### config.mk
export PLATFORM = sky130hd
export DESIGN_NAME = message_queue_with_waiter_lists
export DESIGN_NICKNAME = d
export VERILOG_FILES = /design/src/rtl/mqw_pkg.sv /design/src/rtl/mqw_ring.sv /design/src/rtl/mqw_waiters.sv /design/src/rtl/message_queue_with_waiter_lists.sv
export SDC_FILE = /design/constraint.sdc
export NUM_CORES = 1
export LEC_CHECK = 0
export ABC_CLOCK_PERIOD_IN_PS = 5600
export BUFFER_PORTS_ARGS = -buffer_cell sky130_fd_sc_hd__buf_2
export CAP_MARGIN = 0
export CORE_MARGIN = 3
export CORE_UTILIZATION = 50
export DETAILED_ROUTE_END_ITERATION = 10
export PLACE_DENSITY = 0.66
export SLEW_MARGIN = 20
export SYNTH_ARGS = -nofsm -noshare
export SYNTH_HDL_FRONTEND = slang
export SYNTH_SLANG_ARGS = --single-unit
### constraint.sdc
create_clock -name i_clk -period 5.6 [get_ports i_clk]
set_input_delay 0.28 -clock i_clk [delete_from_list [all_inputs] [get_ports i_clk]]
set_output_delay 0.28 -clock i_clk [all_outputs]
set_load 0.1 [all_outputs]
### src/rtl/mqw_pkg.sv
`default_nettype none
// ----------------------------------------------------------------------------
// mqw_pkg
// Shared types and constants of the message queue with waiter lists.
// ----------------------------------------------------------------------------
package mqw_pkg;

    localparam int DEF_RING_SLOTS = 16;
    localparam int DEF_TASK_SLOTS = 8;
    localparam int DEF_ITEM_BITS  = 32;

    localparam int DEPTH_W = 5;
    localparam int TASK_W  = 3;
    localparam int DATA_W  = 32;
    localparam int MASK_W  = 8;

    localparam logic [DEPTH_W-1:0] RESET_DEPTH = 5'd16;

    typedef enum logic [1:0] {
        MODE_PUT_BLK  = 2'd0,
        MODE_TAKE_BLK = 2'd1,
        MODE_PUT_ISR  = 2'd2,
        MODE_TAKE_ISR = 2'd3
    } t_mode;

    typedef enum logic [1:0] {
        ST_DONE    = 2'd0,
        ST_REJECT  = 2'd1,
        ST_BLOCKED = 2'd2,
        ST_FAULT   = 2'd3
    } t_status;

    typedef struct packed {
        logic push;
        logic pop;
    } t_ring_cmd;

    typedef struct packed {
        logic full;
        logic empty;
    } t_ring_sts;

    typedef struct packed {
        logic              record;
        logic              wake;
        logic [TASK_W-1:0] task_id;
    } t_wait_cmd;

endpackage
`default_nettype wire

### src/rtl/mqw_ring.sv
`default_nettype none
// ----------------------------------------------------------------------------
// mqw_ring
// Ring buffer store with head/tail indices, fill count and depth register.
// The read port prefetches the item at the next read index every cycle.
// ----------------------------------------------------------------------------
module mqw_ring #(
    parameter int RING_SLOTS = mqw_pkg::DEF_RING_SLOTS,
    parameter int ITEM_BITS  = mqw_pkg::DEF_ITEM_BITS
) (
    input  wire logic                        i_clk,
    input  wire logic                        i_rst_n,
    input  wire logic                        i_cfg_we,
    input  wire logic [mqw_pkg::DEPTH_W-1:0] i_cfg_depth,
    input  wire mqw_pkg::t_ring_cmd          i_cmd,
    input  wire logic [ITEM_BITS-1:0]        i_wr_data,
    output mqw_pkg::t_ring_sts               o_sts,
    output logic [ITEM_BITS-1:0]             o_rd_data
);

    localparam int IDX_W = (RING_SLOTS > 1) ? $clog2(RING_SLOTS) : 1;
    localparam int CNT_W = $clog2(RING_SLOTS + 1);
    localparam int CMP_W = (CNT_W > mqw_pkg::DEPTH_W) ? CNT_W : mqw_pkg::DEPTH_W;

    logic [ITEM_BITS-1:0] mem [RING_SLOTS];

    logic [mqw_pkg::DEPTH_W-1:0] r_depth;
    logic [IDX_W-1:0]            r_rd_idx, n_rd_idx;
    logic [IDX_W-1:0]            r_wr_idx, n_wr_idx;
    logic [CNT_W-1:0]            r_fill,   n_fill;
    logic [ITEM_BITS-1:0]        r_rd_data;

    logic [CMP_W-1:0] eff_depth;
    logic [CMP_W-1:0] rd_inc, wr_inc;

    always_comb begin
        // zero acts as one, anything above the ring size as the ring size
        if (r_depth == '0) begin
            eff_depth = CMP_W'(1);
        end else if (CMP_W'(r_depth) > CMP_W'(RING_SLOTS)) begin
            eff_depth = CMP_W'(RING_SLOTS);
        end else begin
            eff_depth = CMP_W'(r_depth);
        end
    end

    assign o_sts.full  = (CMP_W'(r_fill) >= eff_depth);
    assign o_sts.empty = (r_fill == '0);

    assign rd_inc = CMP_W'(r_rd_idx) + CMP_W'(1);
    assign wr_inc = CMP_W'(r_wr_idx) + CMP_W'(1);

    always_comb begin
        n_rd_idx = r_rd_idx;
        n_wr_idx = r_wr_idx;
        n_fill   = r_fill;
        if (i_cmd.push) begin
            n_wr_idx = (wr_inc >= eff_depth) ? '0 : IDX_W'(wr_inc);
            n_fill   = r_fill + CNT_W'(1);
        end else if (i_cmd.pop) begin
            n_rd_idx = (rd_inc >= eff_depth) ? '0 : IDX_W'(rd_inc);
            n_fill   = r_fill - CNT_W'(1);
        end
    end

    always_ff @(posedge i_clk) begin
        if (!i_rst_n) begin
            r_depth  <= mqw_pkg::RESET_DEPTH;
            r_rd_idx <= '0;
            r_wr_idx <= '0;
            r_fill   <= '0;
        end else begin
            if (i_cfg_we) begin
                r_depth <= i_cfg_depth;
            end
            r_rd_idx <= n_rd_idx;
            r_wr_idx <= n_wr_idx;
            r_fill   <= n_fill;
        end
    end

    // store and prefetch; a write to the slot being fetched forwards its beat
    always_ff @(posedge i_clk) begin
        if (i_cmd.push) begin
            mem[r_wr_idx] <= i_wr_data;
        end
        if (i_cmd.push && (r_wr_idx == n_rd_idx)) begin
            r_rd_data <= i_wr_data;
        end else begin
            r_rd_data <= mem[n_rd_idx];
        end
    end

    assign o_rd_data = r_rd_data;

`ifndef NO_ASSERTIONS
    a_fill_bound: assert property (@(posedge i_clk) disable iff (!i_rst_n)
        CMP_W'(r_fill) <= CMP_W'(RING_SLOTS))
        else $error("fill count above ring size");

    a_push_not_full: assert property (@(posedge i_clk) disable iff (!i_rst_n)
        i_cmd.push |-> !o_sts.full)
        else $error("push into full ring");

    a_pop_not_empty: assert property (@(posedge i_clk) disable iff (!i_rst_n)
        i_cmd.pop |-> (!o_sts.empty && !i_cmd.push))
        else $error("pop from empty ring or with push");
`endif

endmodule
`default_nettype wire

### src/rtl/mqw_waiters.sv
`default_nettype none
// ----------------------------------------------------------------------------
// mqw_waiters
// Table of blocked tasks: records a task in the first free slot, or wakes
// and clears every recorded task at once.
// ----------------------------------------------------------------------------
module mqw_waiters #(
    parameter int TASK_SLOTS = mqw_pkg::DEF_TASK_SLOTS
) (
    input  wire logic                       i_clk,
    input  wire logic                       i_rst_n,
    input  wire mqw_pkg::t_wait_cmd         i_cmd,
    output logic                            o_none_free,
    output logic [mqw_pkg::MASK_W-1:0]      o_wake_mask
);

    logic [TASK_SLOTS-1:0]        r_vld;
    logic [mqw_pkg::TASK_W-1:0]   r_task [TASK_SLOTS];
    logic [TASK_SLOTS-1:0]        free_sel;
    logic                         found;

    // first free slot
    always_comb begin
        free_sel = '0;
        found    = 1'b0;
        for (int i = 0; i < TASK_SLOTS; i++) begin
            if (!r_vld[i] && !found) begin
                free_sel[i] = 1'b1;
                found       = 1'b1;
            end
        end
    end

    assign o_none_free = &r_vld;

    always_comb begin
        o_wake_mask = '0;
        for (int i = 0; i < TASK_SLOTS; i++) begin
            if (r_vld[i]) begin
                o_wake_mask[r_task[i]] = 1'b1;
            end
        end
    end

    always_ff @(posedge i_clk) begin
        if (!i_rst_n) begin
            r_vld <= '0;
        end else if (i_cmd.wake) begin
            r_vld <= '0;
        end else if (i_cmd.record) begin
            r_vld <= r_vld | free_sel;
        end
    end

    always_ff @(posedge i_clk) begin
        for (int i = 0; i < TASK_SLOTS; i++) begin
            if (i_cmd.record && free_sel[i]) begin
                r_task[i] <= i_cmd.task_id;
            end
        end
    end

`ifndef NO_ASSERTIONS
    a_sel_onehot: assert property (@(posedge i_clk) disable iff (!i_rst_n)
        $onehot0(free_sel) && ((free_sel == '0) == o_none_free))
        else $error("free slot select malformed");

    a_record_grows: assert property (@(posedge i_clk) disable iff (!i_rst_n)
        (i_cmd.record && !i_cmd.wake && !o_none_free)
            |=> ($countones(r_vld) == $countones($past(r_vld)) + 1))
        else $error("record did not take exactly one slot");

    a_wake_clears: assert property (@(posedge i_clk) disable iff (!i_rst_n)
        i_cmd.wake |=> (r_vld == '0))
        else $error("wake left waiters behind");
`endif

endmodule
`default_nettype wire

### src/rtl/message_queue_with_waiter_lists.sv
`default_nettype none
// ----------------------------------------------------------------------------
// message_queue_with_waiter_lists
// RTOS message queue: ring buffer plus put and take waiter tables.
// ----------------------------------------------------------------------------
// One access per clock: an access is taken on start while busy is low and its
// result appears with o_done after the input register and one pass of ring and
// waiter-table logic into the result register. Busy is high only in the cycle
// after reset, so back-to-back accesses run at one per cycle. Results come for
// one cycle only and cannot be held off. The queue depth write channel is
// always ready; write it only while no access is in flight.
// ----------------------------------------------------------------------------
module message_queue_with_waiter_lists #(
    parameter int RING_SLOTS = mqw_pkg::DEF_RING_SLOTS,
    parameter int TASK_SLOTS = mqw_pkg::DEF_TASK_SLOTS,
    parameter int ITEM_BITS  = mqw_pkg::DEF_ITEM_BITS
) (
    input  wire logic                        i_clk,
    input  wire logic                        i_rst_n,
    input  wire logic                        start,
    output logic                             busy,
    input  wire logic [1:0]                  i_mode,
    input  wire logic [mqw_pkg::TASK_W-1:0]  i_task_id,
    input  wire logic [mqw_pkg::DATA_W-1:0]  i_put_data,
    output logic                             o_done,
    output logic [1:0]                       o_status,
    output logic [mqw_pkg::DATA_W-1:0]       o_take_data,
    output logic [mqw_pkg::MASK_W-1:0]       o_wake_mask,
    output logic                             o_switch_request,
    input  wire logic                        i_cfg_valid,
    output logic                             o_cfg_ready,
    input  wire logic [mqw_pkg::DEPTH_W-1:0] i_cfg_data
);

    // input register
    logic                        r_busy;
    logic                        r_in_vld;
    mqw_pkg::t_mode              r_mode;
    logic [mqw_pkg::TASK_W-1:0]  r_task;
    logic [mqw_pkg::DATA_W-1:0]  r_data;

    // result register
    logic                        r_out_vld;
    mqw_pkg::t_status            r_status, n_status;
    logic [mqw_pkg::DATA_W-1:0]  r_take_data, n_take_data;
    logic [mqw_pkg::MASK_W-1:0]  r_wake_mask, n_wake_mask;
    logic                        r_switch, n_switch;

    logic                        is_put, is_isr, blocked, success;
    mqw_pkg::t_ring_cmd          ring_cmd;
    mqw_pkg::t_ring_sts          ring_sts;
    logic [ITEM_BITS-1:0]        ring_rd_data;
    mqw_pkg::t_wait_cmd          put_wcmd, take_wcmd;
    logic                        put_none_free, take_none_free;
    logic [mqw_pkg::MASK_W-1:0]  put_wake, take_wake;

    logic in_accept;
    assign in_accept   = start && !r_busy;
    assign busy        = r_busy;
    assign o_cfg_ready = 1'b1;

    always_ff @(posedge i_clk) begin
        if (!i_rst_n) begin
            r_busy    <= 1'b1;
            r_in_vld  <= 1'b0;
            r_out_vld <= 1'b0;
        end else begin
            r_busy    <= 1'b0;
            r_in_vld  <= in_accept;
            r_out_vld <= r_in_vld;
        end
    end

    always_ff @(posedge i_clk) begin
        if (in_accept) begin
            r_mode <= mqw_pkg::t_mode'(i_mode);
            r_task <= i_task_id;
            r_data <= i_put_data;
        end
    end

    always_comb begin
        unique case (r_mode)
            mqw_pkg::MODE_PUT_BLK:  begin is_put = 1'b1; is_isr = 1'b0; end
            mqw_pkg::MODE_TAKE_BLK: begin is_put = 1'b0; is_isr = 1'b0; end
            mqw_pkg::MODE_PUT_ISR:  begin is_put = 1'b1; is_isr = 1'b1; end
            mqw_pkg::MODE_TAKE_ISR: begin is_put = 1'b0; is_isr = 1'b1; end
            default:                begin is_put = 1'b0; is_isr = 1'b0; end
        endcase
    end

    assign blocked = is_put ? ring_sts.full : ring_sts.empty;
    assign success = r_in_vld && !blocked;

    assign ring_cmd.push = success && is_put;
    assign ring_cmd.pop  = success && !is_put;

    // a blocking put waits on full, a blocking take on empty; a good access wakes the other side
    assign put_wcmd.record  = r_in_vld && is_put && blocked && !is_isr;
    assign put_wcmd.wake    = ring_cmd.pop;
    assign put_wcmd.task_id = r_task;

    assign take_wcmd.record  = r_in_vld && !is_put && blocked && !is_isr;
    assign take_wcmd.wake    = ring_cmd.push;
    assign take_wcmd.task_id = r_task;

    mqw_ring #(
        .RING_SLOTS (RING_SLOTS),
        .ITEM_BITS  (ITEM_BITS)
    ) u_ring (
        .i_clk       (i_clk),
        .i_rst_n     (i_rst_n),
        .i_cfg_we    (i_cfg_valid),
        .i_cfg_depth (i_cfg_data),
        .i_cmd       (ring_cmd),
        .i_wr_data   (ITEM_BITS'(r_data)),
        .o_sts       (ring_sts),
        .o_rd_data   (ring_rd_data)
    );

    mqw_waiters #(
        .TASK_SLOTS (TASK_SLOTS)
    ) u_put_waiters (
        .i_clk       (i_clk),
        .i_rst_n     (i_rst_n),
        .i_cmd       (put_wcmd),
        .o_none_free (put_none_free),
        .o_wake_mask (put_wake)
    );

    mqw_waiters #(
        .TASK_SLOTS (TASK_SLOTS)
    ) u_take_waiters (
        .i_clk       (i_clk),
        .i_rst_n     (i_rst_n),
        .i_cmd       (take_wcmd),
        .o_none_free (take_none_free),
        .o_wake_mask (take_wake)
    );

    always_comb begin
        n_take_data = '0;
        n_wake_mask = '0;
        priority if (!blocked) begin
            n_status = mqw_pkg::ST_DONE;
            if (is_put) begin
                n_wake_mask = take_wake;
            end else begin
                n_wake_mask = put_wake;
                n_take_data = mqw_pkg::DATA_W'(ring_rd_data);
            end
        end else if (is_isr) begin
            n_status = mqw_pkg::ST_REJECT;
        end else if (is_put ? put_none_free : take_none_free) begin
            n_status = mqw_pkg::ST_FAULT;
        end else begin
            n_status = mqw_pkg::ST_BLOCKED;
        end
        n_switch = (n_status == mqw_pkg::ST_BLOCKED) || (n_wake_mask != '0);
    end

    always_ff @(posedge i_clk) begin
        if (r_in_vld) begin
            r_status    <= n_status;
            r_take_data <= n_take_data;
            r_wake_mask <= n_wake_mask;
            r_switch    <= n_switch;
        end
    end

    assign o_done           = r_out_vld;
    assign o_status         = r_status;
    assign o_take_data      = r_take_data;
    assign o_wake_mask      = r_wake_mask;
    assign o_switch_request = r_switch;

`ifndef NO_ASSERTIONS
    a_done_follows: assert property (@(posedge i_clk) disable iff (!i_rst_n)
        in_accept |-> ##2 o_done)
        else $error("accepted beat produced no result");

    a_wake_only_done: assert property (@(posedge i_clk) disable iff (!i_rst_n)
        (o_done && ((o_wake_mask != '0) || (o_take_data != '0)))
            |-> (o_status == mqw_pkg::ST_DONE))
        else $error("wake or data on a failed access");

    a_switch_reason: assert property (@(posedge i_clk) disable iff (!i_rst_n)
        o_done |-> (o_switch_request ==
            ((o_status == mqw_pkg::ST_BLOCKED) || (o_wake_mask != '0))))
        else $error("switch request mismatch");

    a_no_dual_wake: assert property (@(posedge i_clk) disable iff (!i_rst_n)
        !(put_wcmd.wake && take_wcmd.wake) && !(put_wcmd.record && take_wcmd.record))
        else $error("both waiter tables driven at once");
`endif

endmodule
`default_nettype wire
==> out/qor.txt <==
Tot GR Track Use = 20.7%
Post-synth EDFFs = 640
Placeable Area = 53100 µm²
Most used DFF post-synth = edfxtp_1
Nets = 1610
TritonCTS clock tree = built
Synth-to-Final Area Change = 14.8%
Remaining DRCs = 0
Net Count, Synth = 1441
Final Slew Violations = 0
Worst-path fanout max = 9
CTS resizes = 0
Tcrit/Tclk final = 67.3%
Setup tns final = 0 ns
Worst path bufs/invs = 1
DR pass1 iterations = 5
Antenna Cells = 0
Synth async-reset ratio = 0%
Min-delay src = i_cfg_valid
Initial antenna violation count = 0
Die Height = 239 µm
Area leader, netlist = edfxtp_1
Die Wd = 239 µm
Row count = 84
Post-Syn Area = 27100 µm²
Worst Hold Class = input port to flip-flop
Most common cell in the netlist = edfxtp_1
Routed Antenna Nets = 0
Clock Skews = 0.0252 ns
Min Tclk post-route = 3.77 ns
Clock share of power = 42.3%
Rel. slew slack = 28.2%
Synth Register Bits = 681
Crit Path Category = flip-flop to flip-flop
Number of port buffers = 90
DP HPWL = 33600 µm
Critical Path AT = 4.23 ns
# clock sinks = 681
Total congestion overflow = 0
Top cells by count, synth = edfxtp_1, mux4_2, nor2_1
Post-synth cell types = 63
Syn avg cell area = 19.8 µm²
Worst stage delay on the critical path = 0.56 ns
Switch share = 20.4%
Flop pwr share = 55.0%
Synth Instances = 1371
Vias per Instance = 6.06
Internal power of the cells = 8.16 mW
CP dominant cell by count = nor2_1
Delay-heaviest family, CP = compound AO/OA/AOI/OAI gates
Vias = 13800
Gpl congestion = 0.929
Synth warn = 0
Clock buffer count from CTS = 69
Post-route insts no fill = 2280
Crit. Startpoint = u_ring.r_depth[1]
Least-Margin Pin Slew = 1.07 ns
# setup viols final = 0
Combinational fraction of design power = 2.6%
Startpoint Class = flip-flop
Placed insts = 2111
Clock root cell = clkbuf_16
Initial Util = 51.1%
Vias in the first global route = 14000
Crit-path slowest cell = a211oi_2
Worst EP required = 6.06 ns
Largest net degree at the start of global routing = 67
Peak supply drop = 0.319 mV
Fillers = 3829
Critical Path End Type = flip-flop
First-pass GRT wire length = 88000 µm
Clock latency on the worst-skew pair = 0.60 ns
Ranking of synthesized cells by area = edfxtp_1, mux4_2, dfxtp_1
PD cells = 329 nW/µm²
Total wire length = 57800 µm
Worst r2r src = u_ring.r_depth[1]
RSZ-0062 raised after global routing = false
Max clock buf depth = 3
Final hold violations = 0
P_leak = 9.80 nW
Clock transition at path regs = 0.06 ns
Share of layout cells above drive strength 1 = 25.3%
H-tree depth = 3
Max Cap Viol = 0
Psw = 2.09 mW
Register area share after synthesis = 73.9%
Starting DRT DRC Count = 1301
I/O pin cnt = 92
Crit path cell chain = nor3_1, nor2_1, nor2_1, ha_1, nor2b_1, o21ai_0, a211oi_2, inv_1, fa_1, a21o_1, a21oi_1, xnor2_1, o211ai_1, xor2_1, nor2_1
Wire per inst = 25.4 µm
Top cell type's share of synthesized area = 70.8%
Fmax achieved = 265 MHz
Area of the die = 57100 µm²
Status = finished clean
## flip-flops by register name, summed over array words and instances (netlist names), 3 cells and up, named ones only
register               count
u_ring.r_depth             5
u_put_waiters.r_task      24
o_wake_mask                8
o_take_data               32
u_put_waiters.r_vld        8
r_task                     3
u_ring.r_fill              5
r_data                    32
u_ring.r_wr_idx            4
u_take_waiters.r_task     24
u_ring.r_rd_idx            4
u_take_waiters.r_vld       8
u_ring.mem               512
## layout make-up
| class | count | area (µm²) | share of cell area (%) |
|---|---|---|---|
| inverters | 23 | 86.3 | 0.277 |
| multi-input cells | 604 | 6860 | 22.0 |
| clock buffers | 85 | 1810 | 5.80 |
| flip-flops and latches | 681 | 20100 | 64.4 |
| clock inverters | 38 | 307 | 0.984 |
| well taps | 688 | 861 | 2.76 |
| repair buffers | 161 | 1180 | 3.78 |
## what timing repair did
item,4_1_cts,5_1_grt
hold endpoints to repair,42,0
buffers inserted,0,0
hold buffers,42,0
## layer usage
metal,wire (µm),GRT usage [%],part of all wire (%)
met1,25200,29.6,44
met2,28500,33.5,49
met3,2770,3.37,4.8
met4,1360,5.72,2.4
met5,0,0,0
## placed cells by master, fill, tap and decap left out, drive strengths merged, types with 8 or more instances in the layout
cell type / synthesis / layout
dfxtp: 41 / 41
dlygate4sd3: 0 / 42
nand4b: 43 / 43
nor4b: 17 / 17
nand2: 35 / 35
mux4: 160 / 160
buf: 21 / 119
a21o: 8 / 8
nand3: 16 / 16
ha: 23 / 23
nor2: 58 / 58
inv: 22 / 23
a21oi: 25 / 25
nand4: 29 / 29
nor4bb: 36 / 36
clkinv: 1 / 32
and2: 37 / 37
clkbuf: 42 / 85
nor4: 8 / 8
nor3: 22 / 22
edfxtp: 640 / 640
o211ai: 10 / 10
## stage by stage
step	area [µm²]	util, %	setup slack, ns	power [mW]	hold slack [ns]
6_report	31200	58.7	1.83	10.2	0.0311
5_1_grt	31200	58.7	1.46	10.6	0.0208
4_1_cts	31100	58.5	1.79	10.3	0.00239
3_5_place_dp	28500	53.7	1.79	6.00	0.458
3_3_place_gp	28500	53.7	1.79	5.99	0.457
2_1_floorplan	27100	-	0.890	5.90	0.379
## cells by family after synthesis
kind of cell | count (synthesis) | synth area share (%)
buffers and inverters | 86 | 1.27
xor gates and xnor gates | 9 | 0.291
AOI/OAI and AO/OA | 77 | 2.03
other | 1 | 0.0138
adders and majority gates | 24 | 1.13
DFF | 681 | 73.9
and+or+nand+nor | 326 | 7.85
muxes | 167 | 13.5
## worst paths after layout
kind	slack, ns	cells past startpoint	end
setup / recovery	1.83	15	u_ring.r_fill[4]
hold / removal	0.03	2	u_ring.r_depth[4]
setup reg to reg	1.83	15	u_ring.r_fill[4]
hold reg to reg	0.50	2	flip-flop
## power groups by stage
stage | sequential, mW | clock, mW | combinational [mW]
2_1_floorplan | 5.79 | 0 | 0.113
3_3_place_gp | 5.75 | 0 | 0.246
3_5_place_dp | 5.75 | 0 | 0.248
4_1_cts | 5.64 | 4.43 | 0.272
5_1_grt | 5.64 | 4.64 | 0.288
6_report | 5.64 | 4.34 | 0.268
Power figures use the tool's default switching activity.
